File: config.mk
export PLATFORM = sky130hd
export DESIGN_NAME = actr_fifo
export DESIGN_NICKNAME = d
export VERILOG_FILES = /design/src/sv/actr_pkg.sv /design/src/sv/actr_fifo.sv
export SDC_FILE = /design/constraint.sdc
export NUM_CORES = 1
export LEC_CHECK = 0
export ABC_AREA = 1
export BUFFER_PORTS_ARGS = -buffer_cell sky130_fd_sc_hd__buf_2
export CORE_MARGIN = 10
export CORE_UTILIZATION = 54
export CTS_BUF_LIST = sky130_fd_sc_hd__clkbuf_8
export CTS_CLUSTER_SIZE = 24
export DETAILED_ROUTE_END_ITERATION = 6
export GPL_ROUTABILITY_DRIVEN = 0
export MAX_ROUTING_LAYER = met4
export PLACE_DENSITY_LB_ADDON = 0.3
export SETUP_SLACK_MARGIN = 0.2
export SLEW_MARGIN = 15
export SYNTH_ARGS = -nofsm -noshare
export SYNTH_HDL_FRONTEND = slang
export SYNTH_SLANG_ARGS = --single-unit
File: constraint.sdc
create_clock -name clk -period 16.4 [get_ports clk]
set_input_delay 0.82 -clock clk [delete_from_list [all_inputs] [get_ports clk]]
set_output_delay 0.82 -clock clk [all_outputs]
set_load 0.01 [all_outputs]
File: src/sv/actr_pkg.sv
// Shared types, constants and AES round functions for the CTR keystream unit.
// No dependencies.
package actr_pkg;

  localparam int unsigned NUM_ROUNDS  = 10;
  localparam int unsigned QUEUE_DEPTH = 2;

  typedef enum logic [1:0] {
    REG_KEY_HIGH = 2'd0,
    REG_KEY_LOW  = 2'd1,
    REG_NONCE    = 2'd2,
    REG_IV       = 2'd3
  } cfg_reg_t;

  typedef struct packed {
    logic        restart;
    logic [63:0] data_high;
    logic [63:0] data_low;
    logic [4:0]  valid_bytes;
  } in_word_t;

  typedef struct packed {
    logic [63:0] result_high;
    logic [63:0] result_low;
    logic [4:0]  result_valid_bytes;
  } out_word_t;

  // One classified block handed from front to back.
  typedef struct packed {
    logic [127:0] ctr_blk;
    logic [127:0] data;
    logic [4:0]   nbytes;
  } job_t;

  localparam logic [2047:0] SBOX_TBL = {
    128'h637c777bf26b6fc53001672bfed7ab76, 128'hca82c97dfa5947f0add4a2af9ca472c0,
    128'hb7fd9326363ff7cc34a5e5f171d83115, 128'h04c723c31896059a071280e2eb27b275,
    128'h09832c1a1b6e5aa0523bd6b329e32f84, 128'h53d100ed20fcb15b6acbbe394a4c58cf,
    128'hd0efaafb434d338545f9027f503c9fa8, 128'h51a3408f929d38f5bcb6da2110fff3d2,
    128'hcd0c13ec5f974417c4a77e3d645d1973, 128'h60814fdc222a908846eeb814de5e0bdb,
    128'he0323a0a4906245cc2d3ac629195e479, 128'he7c8376d8dd54ea96c56f4ea657aae08,
    128'hba78252e1ca6b4c6e8dd741f4bbd8b8a, 128'h703eb5664803f60e613557b986c11d9e,
    128'he1f8981169d98e949b1e87e9ce5528df, 128'h8ca1890dbfe6426841992d0fb054bb16
  };

  localparam logic [79:0] RCON_TBL = 80'h01020408102040801b36;

  function automatic logic [7:0] sbox(input logic [7:0] a);
    return SBOX_TBL[(8'd255 - a) * 8 +: 8];
  endfunction

  function automatic logic [7:0] rcon(input logic [3:0] rnd);
    return RCON_TBL[(4'd10 - rnd) * 8 +: 8];
  endfunction

  function automatic logic [7:0] xtime(input logic [7:0] a);
    return {a[6:0], 1'b0} ^ (a[7] ? 8'h1b : 8'h00);
  endfunction

  // byte i sits at bits [127-8i -: 8]
  function automatic logic [127:0] sub_shift(input logic [127:0] s);
    logic [127:0] t;
    for (int c = 0; c < 4; c++) begin
      for (int r = 0; r < 4; r++) begin
        t[127 - 8 * (r + 4 * c) -: 8] = sbox(s[127 - 8 * (r + 4 * ((c + r) % 4)) -: 8]);
      end
    end
    return t;
  endfunction

  function automatic logic [127:0] mix_cols(input logic [127:0] s);
    logic [127:0] t;
    logic [7:0]   a0, a1, a2, a3, all;
    for (int c = 0; c < 4; c++) begin
      a0  = s[127 - 32 * c -: 8];
      a1  = s[119 - 32 * c -: 8];
      a2  = s[111 - 32 * c -: 8];
      a3  = s[103 - 32 * c -: 8];
      all = a0 ^ a1 ^ a2 ^ a3;
      t[127 - 32 * c -: 8] = a0 ^ all ^ xtime(a0 ^ a1);
      t[119 - 32 * c -: 8] = a1 ^ all ^ xtime(a1 ^ a2);
      t[111 - 32 * c -: 8] = a2 ^ all ^ xtime(a2 ^ a3);
      t[103 - 32 * c -: 8] = a3 ^ all ^ xtime(a3 ^ a0);
    end
    return t;
  endfunction

  function automatic logic [127:0] key_next(input logic [127:0] k, input logic [3:0] rnd);
    logic [31:0] w3, t, n0, n1, n2, n3;
    w3 = k[31:0];
    t  = {sbox(w3[23:16]), sbox(w3[15:8]), sbox(w3[7:0]), sbox(w3[31:24])}
         ^ {rcon(rnd), 24'h0};
    n0 = k[127:96] ^ t;
    n1 = k[95:64] ^ n0;
    n2 = k[63:32] ^ n1;
    n3 = k[31:0] ^ n2;
    return {n0, n1, n2, n3};
  endfunction

endpackage

File: src/sv/actr_fifo.sv
// Short job queue between the front and the back of the CTR unit.
// Depends on actr_pkg (job_t).
module actr_fifo #(
  parameter int unsigned DEPTH = actr_pkg::QUEUE_DEPTH
) (
  input  logic           clk,
  input  logic           rst_n,
  input  logic           push,
  input  actr_pkg::job_t push_data,
  output logic           full,
  input  logic           pop,
  output logic           not_empty,
  output actr_pkg::job_t pop_data
);
  localparam int unsigned PW = (DEPTH > 1) ? $clog2(DEPTH) : 1;
  localparam int unsigned CW = $clog2(DEPTH + 1);

  actr_pkg::job_t mem [DEPTH];
  logic [PW-1:0] wr_ptr_r, wr_ptr_nxt, rd_ptr_r, rd_ptr_nxt;
  logic [CW-1:0] count_r, count_nxt;

  assign full      = (count_r == CW'(DEPTH));
  assign not_empty = (count_r != '0);
  assign pop_data  = mem[rd_ptr_r];

  always_comb begin
    wr_ptr_nxt = wr_ptr_r;
    rd_ptr_nxt = rd_ptr_r;
    count_nxt  = count_r;
    if (push) begin
      wr_ptr_nxt = (wr_ptr_r == PW'(DEPTH - 1)) ? '0 : wr_ptr_r + 1'b1;
    end
    if (pop) begin
      rd_ptr_nxt = (rd_ptr_r == PW'(DEPTH - 1)) ? '0 : rd_ptr_r + 1'b1;
    end
    if (push && !pop) count_nxt = count_r + 1'b1;
    else if (pop && !push) count_nxt = count_r - 1'b1;
  end

  always_ff @(posedge clk) begin
    if (!rst_n) begin
      wr_ptr_r <= '0;
      rd_ptr_r <= '0;
      count_r  <= '0;
    end else begin
      wr_ptr_r <= wr_ptr_nxt;
      rd_ptr_r <= rd_ptr_nxt;
      count_r  <= count_nxt;
    end
  end

  always_ff @(posedge clk) begin
    if (push) mem[wr_ptr_r] <= push_data;
  end

  a_no_overflow: assert property (@(posedge clk) disable iff (!rst_n) push |-> (!full || pop))
    else $error("queue push while full");
  a_no_underflow: assert property (@(posedge clk) disable iff (!rst_n) pop |-> not_empty)
    else $error("queue pop while empty");
  a_count_range: assert property (@(posedge clk) disable iff (!rst_n) count_r <= CW'(DEPTH))
    else $error("queue count out of range");
endmodule

# ---- After elaboration in Yosys (flattened, before gate mapping)
# Memories as Yosys holds them, arrays and structs flattened. A register that Yosys moved wholly into a read port is not among the register bits.
# Cells that the tools add are included.
dict set report totals {
  ff_bits 4
  ram_bits 522
  input_bits 265
  output_inout_bits 263
  word_cells 23
  n_memories 1
}
dict set report op_classes {
  addsub 4
  n_eq_ne 1
  muxes 8
  n_reduce_logical 6
}
# name words width rd rd_clocked_by_memory_dff write_ports line
set mem_list {}
lappend mem_list {mem 2 261 1 1 1 actr_fifo.sv:18} ;# actr_pkg::job_t mem [DEPTH];
# cell count
set op_table {}
lappend op_table {{two-way mux 1 bit} 6}
lappend op_table {{two-way mux 2 bit} 2}
lappend op_table {{nonzero test 2 bit} 2}
lappend op_table {{adder 1 bit, second input constant} 2}
lappend op_table {{adder 2 x 1 -> 2 bit, second input constant} 1}
lappend op_table {{== test 2 bit, second input constant} 1}
lappend op_table {{logical AND 1 bit} 2}
lappend op_table {{logical NOT 1 bit} 2}
lappend op_table {{subtractor 2 x 1 -> 2 bit, second input constant} 1}

# ---- Depth between registers and ports, before layout
dict set report depth {
  ltp_word 4
  mapped_depth 8
  mapped_depth_nobuf 8
}

# ---- Worst setup path after synthesis
# Ideal clock, no wire load.
dict set report synth_path {
  path_kind {input to register}
  startpoint {in push}
  endpoint {mem mem[0][0] (netlist name), enable pin}
  setup_ns 0.895
  arrival_time_ns 11.762
  required_time_ns 15.505
  path_slack_ns 3.743
  cell_stages 2
  n_path_buf 0
  cell_sequence {inv_1 > nor2_1}
}
dict set report synth_via {
  elab_chain_len 2
}
# element line
set synth_rtl {}
lappend synth_rtl {{start: declaration} actr_fifo.sv:8} ;# input logic push,
lappend synth_rtl {{two-way mux 1 bit} actr_fifo.sv:53} ;# if (push) mem[wr_ptr_r] <= push_data;
lappend synth_rtl {{two-way mux 1 bit (implied by the code)} actr_fifo.sv:53}
lappend synth_rtl {{end: declaration} actr_fifo.sv:18}
# Every way passes these cells.

==> flow_metrics.py <==
metrics = {
    "floorplanning": {
        "die_area_um2": 44800,
        "core_um2": 36400,
        "io_pins": 528,
        "start_util_pct": 54.4,
        "fp.dieH_um": 212,
        "die_w_um": 212,
        "rows": 70,
    },
    "logic_synthesis": {
        "synthesis.area_um2": 19800,
        "synth_nets": 1113,
        "yosys-top-cells-area": "edfxtp_1 79%, mux2_4 14%, mux2_2 4.0%, buf_6 1.2%, dfxtp_1 0.50%",
        "synth_top_area_cell": "edfxtp_1",
        "ys_ff_latch": 527,
        "ys_warn_count": 0,
        "yosys.cell_types.count": 14,
        "synthCells": 847,
        "synth_top_cell_area_share_pct": 79.0,
        "ys_seq_area_share_pct": 79.5,
        "synth.avg_cell_area_um2": 23.4,
    },
    "drt": {
        "met1_length_um": 16300,
        "dr.first_iter.drc_count": 715,
        "vias": 10200,
        "dr.pass1.iters": 5,
        "antenna_left": 0,
        "viasPerCell": 5.10,
        "top_layer": "met4",
        "wl_met2_um": 24400,
        "wl_met3_um": 4340,
        "drt_wl_total_um": 46600,
        "wl_per_cell_um": 23.3,
        "drc": 0,
    },
    "clocking": {
        "clock_latency_ns": 0.64,
        "clk_pin_slew_worst_paths_ns": 0.06,
        "clock_sinks": 527,
        "cts_setup_buffers": 0,
        "clock-root-buffer": "clkbuf_8",
        "cts_hold_buffers": 0,
        "tritoncts": "done",
        "h-tree-depth": 3,
        "numCtsBuffers": 84,
        "clock_path_buffers": 3,
        "cts_resized": 0,
    },
    "final_layout": {
        "layout.cells.non_filler": 1996,
        "final_core_util_pct": 67.0,
        "final_common_cell": "buf_2",
        "area_growth_pct": 23.1,
        "layout_common_cells": "527 x buf_2, 522 x edfxtp_1, 190 x mux2_4, 87 x clkbuf_8, 71 x mux2_2",
        "drive_above_1_share_pct": 59.8,
        "nets": 1707,
        "n_fill_cell": 2447,
    },
    "global_route": {
        "grt_max_degree": 112,
        "antenna_found_initial": 25,
        "grt_pass1_vias": 11000,
        "track_usage_pct": 20.6,
        "grt-ovfl-total": 0,
        "grt_pass1_wl_um": 66200,
    },
    "timing": {
        "fin_crit_sh_pct": 27.7,
        "fin_tns_setup_ns": 0,
        "worst_pin_slew_ns": 1.16,
        "finClkSkew_ns": 0.0360,
        "max_freq_ghz": 0.220,
        "setup_viol": 0,
        "finalCriticalPeriod_ns": 4.55,
        "hold_violations": 0,
        "rsz0062_at_grt": "false",
        "drv_slew": 0,
        "max-slew-margin-rel_pct": 22.4,
    },
    "worst_setup_path": {
        "crit_type": "flop to primary output",
        "cp.arrival_ns": 3.73,
        "cp-end-kind": "primary output",
        "cpPeakStageDelay_ns": 0.99,
        "crit_chain": "buf_4 > buf_4 > mux2_2 > buf_2",
        "critPathMostFrequentCell": "buf_4",
        "required_ns": 15.58,
        "cp_max_fo": 75,
        "startpoint_type": "flop",
        "cp_slowest_cell": "buf_4",
        "regToRegSetupSlack_ns": 13.85,
    },
    "placement": {
        "port_buffers": 527,
        "dpl.cell_count": 1823,
        "dp_hpwl_um": 33000,
    },
    "job": {
        "max_cap_viol_count": 0,
    },
    "power_and_ir_drop": {
        "power_w": 0.00288,
        "ir_drop_mv": 0.0985,
        "power_density_nw_per_um2": 118,
        "p_leak_nw": 9.72,
    },
    "hold_path": {
        "hp-class": "input port to flop",
    },
    "run_status": {
        "status": "completed",
    },
}
[through the flow]
stage	instance area (um^2)	hold WS [ns]	worst slack, ns
2_1_floorplan	19800	0.463	3.74
4_1_cts	24400	0.296	11.79
6_report	24400	0.364	11.85
3_5_place_dp	22900	0.491	12.52
5_1_grt	24400	0.309	11.62
3_3_place_gp	22900	0.477	12.50
[metal layers]
metal  track usage, %  up-vias
li1                 -     4601
met1             21.5     5048
met2             34.2      450
met3             7.85       89
met4             9.47        0
met5                -        -
[cell families (layout without fill, tap and decap cells)]
group	after synthesis	after routing	share of synthesized area, %
flops	527	527	79.5
mux	261	261	18.4
buf+inv	37	693	1.58
simple gates	19	19	0.378
compound gates	2	2	0.0504
fa+ha+maj	1	1	0.0631
other cells	0	25	0
[cells in the mapped netlist]
| master | number |
|---|---|
| a21oi_1 | 1 |
| buf_2 | 7 |
| buf_6 | 22 |
| dfxtp_1 | 5 |
| edfxtp_1 | 522 |
| ha_1 | 1 |
| inv_1 | 8 |
| mux2_2 | 71 |
| mux2_4 | 190 |
| nand2_1 | 9 |
| nand3_1 | 1 |
| nand4_1 | 1 |
| nor2_1 | 8 |
| o21ai_0 | 1 |
[report_power, final]
group          switching (W)  internal [W]  total (W)
clock               0.000486      0.000507   0.000993
sequential         0.0000180       0.00156    0.00158
combinational       0.000162      0.000147   0.000309
total               0.000667       0.00222    0.00288
[state kept, by name, summed over array words and instances (netlist names), named ones only]
signal and cells:
mem 522, wr_ptr_r 1, rd_ptr_r 1, count_r 2
[final timing paths]
check,from,endpoint,cells past startpoint
worst max-delay path,flop,pop_data[16],4
worst min-delay path,push_data[39],mem[0][39],1
worst max register to register,wr_ptr_r,mem[0][152],3
worst min register to register,rd_ptr_r,rd_ptr_r,2
[critical path, delay by kind of cell, from the launching register on]
family                 cells  cell delay (ns)
muxes                      1             0.46
DFF                        1             0.48
buffers and inverters      3             1.96
[area by class of cell]
class	count	area (um^2)	area share, %
timing repair buffer	537	2710	11.1
inverter	8	37.5	0.154
multi-input combinational	283	3760	15.4
sequential	527	15800	64.6
antenna	25	62.6	0.256
clock inverter	61	285	1.17
tap	468	586	2.40
clock buffer	87	1200	4.90
Power figures use the tool's default switching activity.
