File: src/sv/actr_pkg.sv
// Shared types, constants and AES round functions for the CTR keystream unit.
// No dependencies.
package actr_pkg;

  localparam int unsigned NUM_ROUNDS  = 10;
  localparam int unsigned QUEUE_DEPTH = 2;

  typedef enum logic [1:0] {
    REG_KEY_HIGH = 2'd0,
    REG_KEY_LOW  = 2'd1,
    REG_NONCE    = 2'd2,
    REG_IV       = 2'd3
  } cfg_reg_t;

  typedef struct packed {
    logic        restart;
    logic [63:0] data_high;
    logic [63:0] data_low;
    logic [4:0]  valid_bytes;
  } in_word_t;

  typedef struct packed {
    logic [63:0] result_high;
    logic [63:0] result_low;
    logic [4:0]  result_valid_bytes;
  } out_word_t;

  // One classified block handed from front to back.
  typedef struct packed {
    logic [127:0] ctr_blk;
    logic [127:0] data;
    logic [4:0]   nbytes;
  } job_t;

  localparam logic [2047:0] SBOX_TBL = {
    128'h637c777bf26b6fc53001672bfed7ab76, 128'hca82c97dfa5947f0add4a2af9ca472c0,
    128'hb7fd9326363ff7cc34a5e5f171d83115, 128'h04c723c31896059a071280e2eb27b275,
    128'h09832c1a1b6e5aa0523bd6b329e32f84, 128'h53d100ed20fcb15b6acbbe394a4c58cf,
    128'hd0efaafb434d338545f9027f503c9fa8, 128'h51a3408f929d38f5bcb6da2110fff3d2,
    128'hcd0c13ec5f974417c4a77e3d645d1973, 128'h60814fdc222a908846eeb814de5e0bdb,
    128'he0323a0a4906245cc2d3ac629195e479, 128'he7c8376d8dd54ea96c56f4ea657aae08,
    128'hba78252e1ca6b4c6e8dd741f4bbd8b8a, 128'h703eb5664803f60e613557b986c11d9e,
    128'he1f8981169d98e949b1e87e9ce5528df, 128'h8ca1890dbfe6426841992d0fb054bb16
  };

  localparam logic [79:0] RCON_TBL = 80'h01020408102040801b36;

  function automatic logic [7:0] sbox(input logic [7:0] a);
    return SBOX_TBL[(8'd255 - a) * 8 +: 8];
  endfunction

  function automatic logic [7:0] rcon(input logic [3:0] rnd);
    return RCON_TBL[(4'd10 - rnd) * 8 +: 8];
  endfunction

  function automatic logic [7:0] xtime(input logic [7:0] a);
    return {a[6:0], 1'b0} ^ (a[7] ? 8'h1b : 8'h00);
  endfunction

  // byte i sits at bits [127-8i -: 8]
  function automatic logic [127:0] sub_shift(input logic [127:0] s);
    logic [127:0] t;
    for (int c = 0; c < 4; c++) begin
      for (int r = 0; r < 4; r++) begin
        t[127 - 8 * (r + 4 * c) -: 8] = sbox(s[127 - 8 * (r + 4 * ((c + r) % 4)) -: 8]);
      end
    end
    return t;
  endfunction

  function automatic logic [127:0] mix_cols(input logic [127:0] s);
    logic [127:0] t;
    logic [7:0]   a0, a1, a2, a3, all;
    for (int c = 0; c < 4; c++) begin
      a0  = s[127 - 32 * c -: 8];
      a1  = s[119 - 32 * c -: 8];
      a2  = s[111 - 32 * c -: 8];
      a3  = s[103 - 32 * c -: 8];
      all = a0 ^ a1 ^ a2 ^ a3;
      t[127 - 32 * c -: 8] = a0 ^ all ^ xtime(a0 ^ a1);
      t[119 - 32 * c -: 8] = a1 ^ all ^ xtime(a1 ^ a2);
      t[111 - 32 * c -: 8] = a2 ^ all ^ xtime(a2 ^ a3);
      t[103 - 32 * c -: 8] = a3 ^ all ^ xtime(a3 ^ a0);
    end
    return t;
  endfunction

  function automatic logic [127:0] key_next(input logic [127:0] k, input logic [3:0] rnd);
    logic [31:0] w3, t, n0, n1, n2, n3;
    w3 = k[31:0];
    t  = {sbox(w3[23:16]), sbox(w3[15:8]), sbox(w3[7:0]), sbox(w3[31:24])}
         ^ {rcon(rnd), 24'h0};
    n0 = k[127:96] ^ t;
    n1 = k[95:64] ^ n0;
    n2 = k[63:32] ^ n1;
    n3 = k[31:0] ^ n2;
    return {n0, n1, n2, n3};
  endfunction

endpackage

File: src/sv/actr_front.sv
// Front of the CTR unit: accepts words, tracks the block counter, builds jobs.
// Depends on actr_pkg.
module actr_front (
  input  logic             clk,
  input  logic             rst_n,
  input  logic             in_valid,
  output logic             in_ready,
  input  actr_pkg::in_word_t in_word,
  input  logic [31:0]      nonce,
  input  logic [63:0]      iv,
  output logic             push,
  output actr_pkg::job_t   push_data,
  input  logic             q_full
);
  logic [31:0] ctr_r, ctr_nxt, ctr_cur;

  assign in_ready = !q_full;
  assign push     = in_valid && in_ready;
  assign ctr_cur  = in_word.restart ? 32'd1 : ctr_r;
  assign ctr_nxt  = push ? ctr_cur + 32'd1 : ctr_r;

  always_comb begin
    push_data.ctr_blk = {nonce, iv, ctr_cur};
    push_data.data    = {in_word.data_high, in_word.data_low};
    push_data.nbytes  = (in_word.valid_bytes > 5'd16) ? 5'd16 : in_word.valid_bytes;
  end

  always_ff @(posedge clk) begin
    if (!rst_n) ctr_r <= 32'd1;
    else        ctr_r <= ctr_nxt;
  end
endmodule

File: config.mk
export PLATFORM = sky130hd
export DESIGN_NAME = actr_front
export DESIGN_NICKNAME = d
export VERILOG_FILES = /design/src/sv/actr_pkg.sv /design/src/sv/actr_front.sv
export SDC_FILE = /design/constraint.sdc
export NUM_CORES = 1
export LEC_CHECK = 0
export BUFFER_PORTS_ARGS = -buffer_cell sky130_fd_sc_hd__buf_2
export CAP_MARGIN = 5
export CORE_AREA = 2 2 191 193
export DETAILED_ROUTE_END_ITERATION = 10
export DIE_AREA = 0 0 193 195
export PLACE_DENSITY = 0.34
export SLEW_MARGIN = 20
export SYNTH_ARGS = -nofsm -noshare
export SYNTH_HDL_FRONTEND = slang
export SYNTH_SLANG_ARGS = --single-unit
export TNS_END_PERCENT = 5
File: constraint.sdc
create_clock -name clk -period 4.2 [get_ports clk]
set_input_delay 0.63 -clock clk [delete_from_list [all_inputs] [get_ports clk]]
set_output_delay 0.63 -clock clk [all_outputs]
set_load 0.02 [all_outputs]
### Yosys cells after proc, flatten, opt, wreduce, memory -nomap -nowiden

Cells that the tools add are included.
W data, S select, Z words.

| word-level totals | value |
|---|---|
| register bits after elaboration | 32 |
| latch bits | 0 |
| bits in writable memories | 0 |
| bits in read-only memories | 0 |
| input port bits | 234 |
| output and inout port bits | 263 |
| word-level logic and storage cells | 7 |
| memories kept | 0 |

| cells by class | value |
|---|---|
| add/sub/neg operators | 1 |
| multipliers | 0 |
| divide/modulo/power cells | 0 |
| magnitude comparators | 1 |
| eq/ne operators | 0 |
| shifts and indexed selects | 0 |
| muxes and demuxes | 2 |
| bitwise operators | 0 |
| reduce and logical (&&, ||, !) cells | 2 |

Operators with widths:

| kind | number |
|---|---|
| $add A32 B1 Y32 const B | 1 |
| $mux W32 | 1 |
| $gt A5 B5 Y1 const B | 1 |
| $mux W5 | 1 |
| $logic_and A1 B1 Y1 | 1 |
| $logic_not A1 Y1 | 1 |

### Logic depth before layout (Yosys ltp)

Gate-level depths: netlist of run 1.

| depth | value |
|---|---|
| depth after elaboration | 2 |
| mapped depth | 8 |
| mapped depth without buffers | 6 |

### Worst setup path after synthesis of run 1

No wires, ideal clock.

| path | value |
|---|---|
| kind | input -> register |
| start | input port in_word[133] (netlist bit) |
| end | register ctr_r[14] |
| setup time | 0.132 ns |
| data arrival time | 2.470 ns |
| data required time | 4.068 ns |
| path slack | 1.598 ns |
| stages on the path | 8 |
| buffers on the path | 2 |
| path through | clkbuf_1 -> clkbuf_1 -> nor2b_1 -> ha_1 -> nand3b_1 -> nor3_1 -> a31o_2 -> a21oi_1 |

RTL lines:

| what | line | text |
|---|---|---|
| from (decl) | actr_front.sv:8 | `input actr_pkg::in_word_t in_word,` |
| to (signal assigned) | actr_front.sv:30 | `else ctr_r <= ctr_nxt;` |
| to (decl) | actr_front.sv:15 | `logic [31:0] ctr_r, ctr_nxt, ctr_cur;` |

### Final worst setup path of run 1

| path | value |
|---|---|
| start | input port in_word[133] (netlist bit) |
| end | register ctr_r[14] |

| between the ends | value |
|---|---|
| word-level cells in the longest chain between the ends | 2 |

Ends and longest elaborated chain:

| what | line | text |
|---|---|---|
| $mux W32 | actr_front.sv:19 | `assign ctr_cur = in_word.restart ? 32'd1 : ctr_r;` |
| $add A32 B1 Y32 | actr_front.sv:20 | `assign ctr_nxt = push ? ctr_cur + 32'd1 : ctr_r;` |

No other way between the ends.
A chain may end at the register's enable or synchronous reset.

==> flow_metrics.tcl, run 1 <==
set metrics [dict create \
    leakagePower_nw 1.16 \
    maxCapViolations 0 \
    critical_path_class "primary input to flop" \
    num_antenna_cells 0 \
    fmax_ghz 0.406 \
    avgSynthCellArea_um2 7.77 \
    largest_register_ffs 32 \
    fin_nets 537 \
    ctsResizeCount 0 \
    wl_um 13500 \
    drv_slew 0 \
    synthDistinctLibCells 44 \
    rows 69 \
    drive_above_1_share_pct 24.8 \
    wl_met1_um 4040 \
    cts_tree "built" \
    cpMaxStageDelayCell "nor3_1" \
    die_h_um 195 \
    highest_layer "met4" \
    worstPathMaxFanout 27 \
    synth_area_leaders "buf_4 (45%), dfxtp_1 (17%), nor2b_1 (5.6%)" \
    cp-start-kind "primary input" \
    total_power_mw 0.737 \
    finalHoldViolCount 0 \
    port_buffers 48 \
    setup.worst_path.end_class "flop" \
    grt_pass1_vias 2399 \
    overflow 0 \
    synth-adder-area-share_pct 0.332 \
    cts_max_level 2 \
    io_pins 497 \
    synth-simple-area-share_pct 25.0 \
    tightest_slew_ns 0.863 \
    synth_top_family_by_area "buffers and inverters" \
    die_area_um2 37600 \
    drt-initial-drc-count 115 \
    largestRegisters "ctr_r: 32 flops" \
    post-route-drc-count 0 \
    worstPathCellList "buf_2 -> or2_2 -> ha_1 -> nand3b_1 -> nor3_1 -> a31o_2 -> a21oi_1" \
    yosysTopAreaCellShare_pct 44.7 \
    syn_inst 485 \
    async_flop_share_pct 0 \
    rsz0062_at_grt "false" \
    yosysMostFrequentCell "buf_4" \
    cts_hold_buf 0 \
    regMostFlops "ctr_r" \
    finalSetupViolations 0 \
    vdd_ir_drop_max_mv 0.120 \
    synth_xor_area_share_pct 0.698 \
    synthMuxAreaShare_pct 1.86 \
    area_growth_pct -20.3 \
    antenna_found_initial 0 \
    synthesis.area_um2 3770 \
    num_vias 2386 \
    drtPass1Iterations 4 \
    period_needed_ns 2.46 \
    arrival_ns 2.58 \
    wl_met3_um 2290 \
    drt-vias-per-instance 3.13 \
    yosysSeqAreaShare_pct 17.0 \
    yosys_most_used_dff "dfxtp_1" \
    post-route-period-util_pct 58.6 \
    relSlewSlack_pct 42.4 \
    worst_hold_slack_ns 0.497 \
    tns_ns 0 \
    status "complete, no violations" \
    postCtsSetupRepairBufs 0 \
    fin_skew_ns 0.00384 \
    ys_ff_latch 32 \
    dp_hpwl_um 11000 \
    synth_area_leader_cell "buf_4" \
    hold_path.class "flop to flop" \
    cts-root-buf "clkbuf_16" \
    globalplace.congestion 0.687 \
    die_x_um 193 \
    grt_max_degree 28 \
    synth_compound_area_share_pct 8.14 \
    required_ns 4.32 \
    clkTransAtPathRegs_ns 0.05 \
    initial_utilization_pct 10.6 \
    synth_commonest_cells "buf_4 (224), nand2_1 (37), nor2b_1 (34)" \
    synth-edff-count 0 \
    worstSkewPairLatency_ns 0.28 \
    antenna_left 0 \
    wl_met2_um 5440 \
    max_stage_delay_ns 0.59 \
    core_um2 35400 \
    grt_pass1_wl_um 18200 \
    synth_warnings 0 \
    cts_buffers 5 \
    cts_max_path_buffers 2 \
    grt_usage_pct 6.80 \
    cts.sinks 32 \
    wl_per_cell_um 17.7 \
    syn-num-nets 720 \
    power_density_nw_per_um2 245 \
]
==> layout by cell type (no fill, tap or decap), drive strengths merged, types with 2 or more instances in the layout <==
cell / instances
a21o: 4
and4b: 3
buf: 50
nand4b: 5
a21oi: 19
o21ai: 6
o211ai: 2
a31oi: 2
inv: 5
mux2i: 7
nand4: 15
or3: 4
nand3b: 3
and3b: 3
and2: 5
nand2: 37
dfxtp: 32
nand3: 17
and4: 3
nor3: 4
nor2: 9
nand2b: 2
nor4: 2
and3: 2
nor2b: 34
a31o: 8
clkbuf: 7
xnor2: 2
==> cell families (layout without fill, tap and decap cells) <==
| logic type | Yosys count | after routing |
|---|---|---|
| AOI/OAI and AO/OA | 47 | 47 |
| xor gates and xnor gates | 3 | 3 |
| adders and majority gates | 1 | 1 |
| buffers and inverters | 245 | 62 |
| DFF | 32 | 32 |
| muxes | 7 | 7 |
| and+or+nand+nor | 150 | 150 |
==> metal layers <==
metal	vias to the layer above	track usage (%)
met3	125	4.46
met2	181	9.68
li1	1028	-
met5	-	0.398
met1	1052	5.91
met4	0	8.00
==> worst max-delay path, delay by kind of cell <==
kind	cells	cell delay [ns]
AO/OA/AOI/OAI	2	0.31
AND/OR/NAND/NOR	3	0.97
buffers and inverters	1	0.39
adder cells (fa/ha/maj)	1	0.26
==> worst paths after layout <==
kind	start	end	slack (ns)	cells after the start
worst max-delay path	in_word[133]	ctr_r[14]$_SDFFE_PN0P_	1.74	7
worst min-delay path	ctr_r[31]$_SDFFE_PN0P_	ctr_r[31]$_SDFFE_PN0P_	0.50	2
worst max register to register	ctr_r[1]$_SDFFE_PN0P_	ctr_r[14]$_SDFFE_PN0P_	2.06	6
worst min register to register	ctr_r[31]$_SDFFE_PN0P_	ctr_r[31]$_SDFFE_PN0P_	0.50	2
==> report_power, final <==
part	switching (mW)	leakage (nW)	internal, mW
Clock	0.131	0.0760	0.249
Combinational	0.0350	0.826	0.0148
Sequential	0.00284	0.258	0.305
==> area by class of cell <==
cell class	instances	area (µm²)
Inverter	5	18.8
Tap cell	461	577
Clock buffer	7	153
Timing Repair Buffer	50	255
Sequential cell	32	641
Multi-Input combinational cell	208	1360
Fill cell	4171	32400
==> per-stage QoR <==
stage | instances | setup WS [ns] | util (%) | area, µm²
2_1_floorplan | 485 | 1.60 | - | 3770
6_report | 763 | 1.74 | 8.48 | 3000
4_1_cts | 763 | 1.71 | 8.48 | 3000
5_1_grt | 763 | 1.53 | 8.48 | 3000
3_5_place_dp | 756 | 1.42 | 8.05 | 2850
3_3_place_gp | 756 | 1.47 | 8.05 | 2850
No activity file was read; power rests on OpenSTA's default activity.
==> inputs of run 2 (changes only) <==
CORE_AREA = 2 2 192 194   (was 2 2 191 193)
DIE_AREA = 0 0 194 196   (was 0 0 193 195)
PLACE_DENSITY = 0.35   (was 0.34)
clock period = 2.1 ns   (was 4.2 ns; I/O delays follow)
==> run 2 against run 1 <==
Compared with the run above: global-route usage is 0.46 points lower; sequential power up 100%; wire length is 4.9% lower; hold slack worse by 0.057 ns; core utilization up 0.25 points; non-clock buffer count increased by 16; count of clock-buffer cells in the layout stayed put; sequential cell count did not move; combinational power grew 120%; sequential share of layout area shrank 1.0 points; via count grew 1.9%; power up 100%; critical endpoint is now ctr_r[18]$_SDFFE_PN0P_; largest power group unchanged.
==> flow_metrics.tcl, run 2 (synthesized netlist as in run 1, its figures left out) <==
set metrics [dict create \
    final_cell_mix "buf_2 (48), nand2_1 (37), nor2b_1 (33)" \
    worst_hold_slack_ns 0.440 \
    leakagePower_nw 1.25 \
    vdd_ir_drop_max_mv 0.234 \
    largestRegisters "ctr_r: 32 flops" \
    fin_skew_ns 0.00580 \
    drt-vias-per-instance 3.09 \
    utilization_pct 8.73 \
    fin_nets 553 \
    rrSetupSlack_ns 0.27 \
    fin_ws_ns 0.274 \
    die_area_um2 38000 \
    drive_above_1_share_pct 29.2 \
    globalplace.congestion 0.667 \
    clkPwrFrac_pct 51.2 \
    grt_max_degree 24 \
    post-route-drc-count 0 \
    tightest_slew_ns 0.388 \
    area_growth_pct -16.3 \
    hold_path.class "primary input to flop" \
    pwr-share-seq_pct 41.3 \
    io_pins 497 \
    port_buffers 48 \
    postCtsSetupRepairBufs 0 \
    antenna_found_initial 0 \
    cts_max_path_buffers 2 \
    grt_pass1_vias 2388 \
    regMostFlops "ctr_r" \
    place_area_um2 3000 \
    switching_power_mw 0.344 \
    clkTransAtPathRegs_ns 0.05 \
    cp-start-kind "flop" \
    rows 70 \
    total_power_mw 1.49 \
    critical_path_class "flop to flop" \
    cts-root-buf "clkbuf_16" \
    ctsResizeCount 0 \
    num_vias 2432 \
    initial_utilization_pct 10.4 \
    dp.cells 779 \
    cts_hold_buf 0 \
    wl_per_cell_um 16.3 \
    maxCapViolations 0 \
    grt_pass1_wl_um 17500 \
    setup.worst_path.end_class "flop" \
    num_antenna_cells 0 \
    drt-initial-drc-count 149 \
    arrival_ns 2.00 \
    post-route-period-util_pct 87.0 \
    cts_buffers 5 \
    finalHoldViolCount 0 \
    cts_tree "built" \
    layoutNonFillerInstCount 786 \
    core_um2 36100 \
    cts_max_level 2 \
    preCtsSetupSlack_ns 0.267 \
    relSlewSlack_pct 73.5 \
    grt_use_met1_pct 5.57 \
    finish.instance_area_um2 3150 \
    tns_ns 0 \
    met3_usage_pct 4.35 \
    worstPathMaxFanout 6 \
    overflow 0 \
    grt.busiest_layer "met2" \
    die_h_um 196 \
    final_common_cell "buf_2" \
    antenna_left 0 \
    sw_frac_of_total_pct 23.1 \
    grt_usage_pct 6.34 \
    power_density_nw_per_um2 473 \
    wl_um 12800 \
    use_met2_pct 9.95 \
    required_ns 2.27 \
    die_x_um 194 \
    cts.sinks 32 \
    combPwrFrac_pct 7.5 \
    dp_hpwl_um 10600 \
    status "complete, no violations" \
    rsz0062_at_grt "false" \
    fmax_ghz 0.548 \
    drtPass1Iterations 4 \
    worstSkewPairLatency_ns 0.27 \
    p_int_mw 1.15 \
    finalSetupViolations 0 \
    drv_slew 0 \
    period_needed_ns 1.83 \
    largest_register_ffs 32 \
]
run 2: final cells by class:
| type | instances | area, µm² |
|---|---|---|
| well taps | 468 | 586 |
| fillers | 4256 | 32900 |
| flip-flops and latches | 32 | 641 |
| multi-input cells | 208 | 1370 |
| clock buffers | 7 | 153 |
| repair buffers | 66 | 388 |
| inverters | 5 | 18.8 |
run 2: power groups by stage:
stage / logic [mW] / clock network, mW / registers, mW
3_3_place_gp: 0.116 / 0 / 0.628
3_5_place_dp: 0.116 / 0 / 0.628
4_1_cts: 0.116 / 0.786 / 0.615
6_report: 0.112 / 0.763 / 0.615
5_1_grt: 0.125 / 0.808 / 0.616
2_1_floorplan: 0.689 / 0 / 0.627
run 2: routing by layer:
| layer | share of wire (%) | vias up |
|---|---|---|
| met1 | 32 | 1072 |
| li1 | - | 1051 |
| met5 | 0 | - |
| met2 | 45 | 196 |
| met3 | 15 | 113 |
| met4 | 7.9 | 0 |
run 2: path summary, 6_finish.rpt:
kind / startpoint / endpoint / cells past startpoint
worst max register to register: ctr_r[1]$_SDFFE_PN0P_ / ctr_r[18]$_SDFFE_PN0P_ / 6
worst min register to register: ctr_r[31]$_SDFFE_PN0P_ / ctr_r[31]$_SDFFE_PN0P_ / 2
worst max-delay path: ctr_r[1]$_SDFFE_PN0P_ / ctr_r[18]$_SDFFE_PN0P_ / 6
worst min-delay path: rst_n / ctr_r[0]$_SDFFE_PN1P_ / 3
run 2: worst max-delay path, cell delays in order, from the launching register on:
cell     delay (ns)
dfxtp_1        0.42
nor2b_2        0.21
ha_1           0.20
and3b_1        0.18
nand3_1        0.19
o311a_1        0.34
o21a_1         0.18
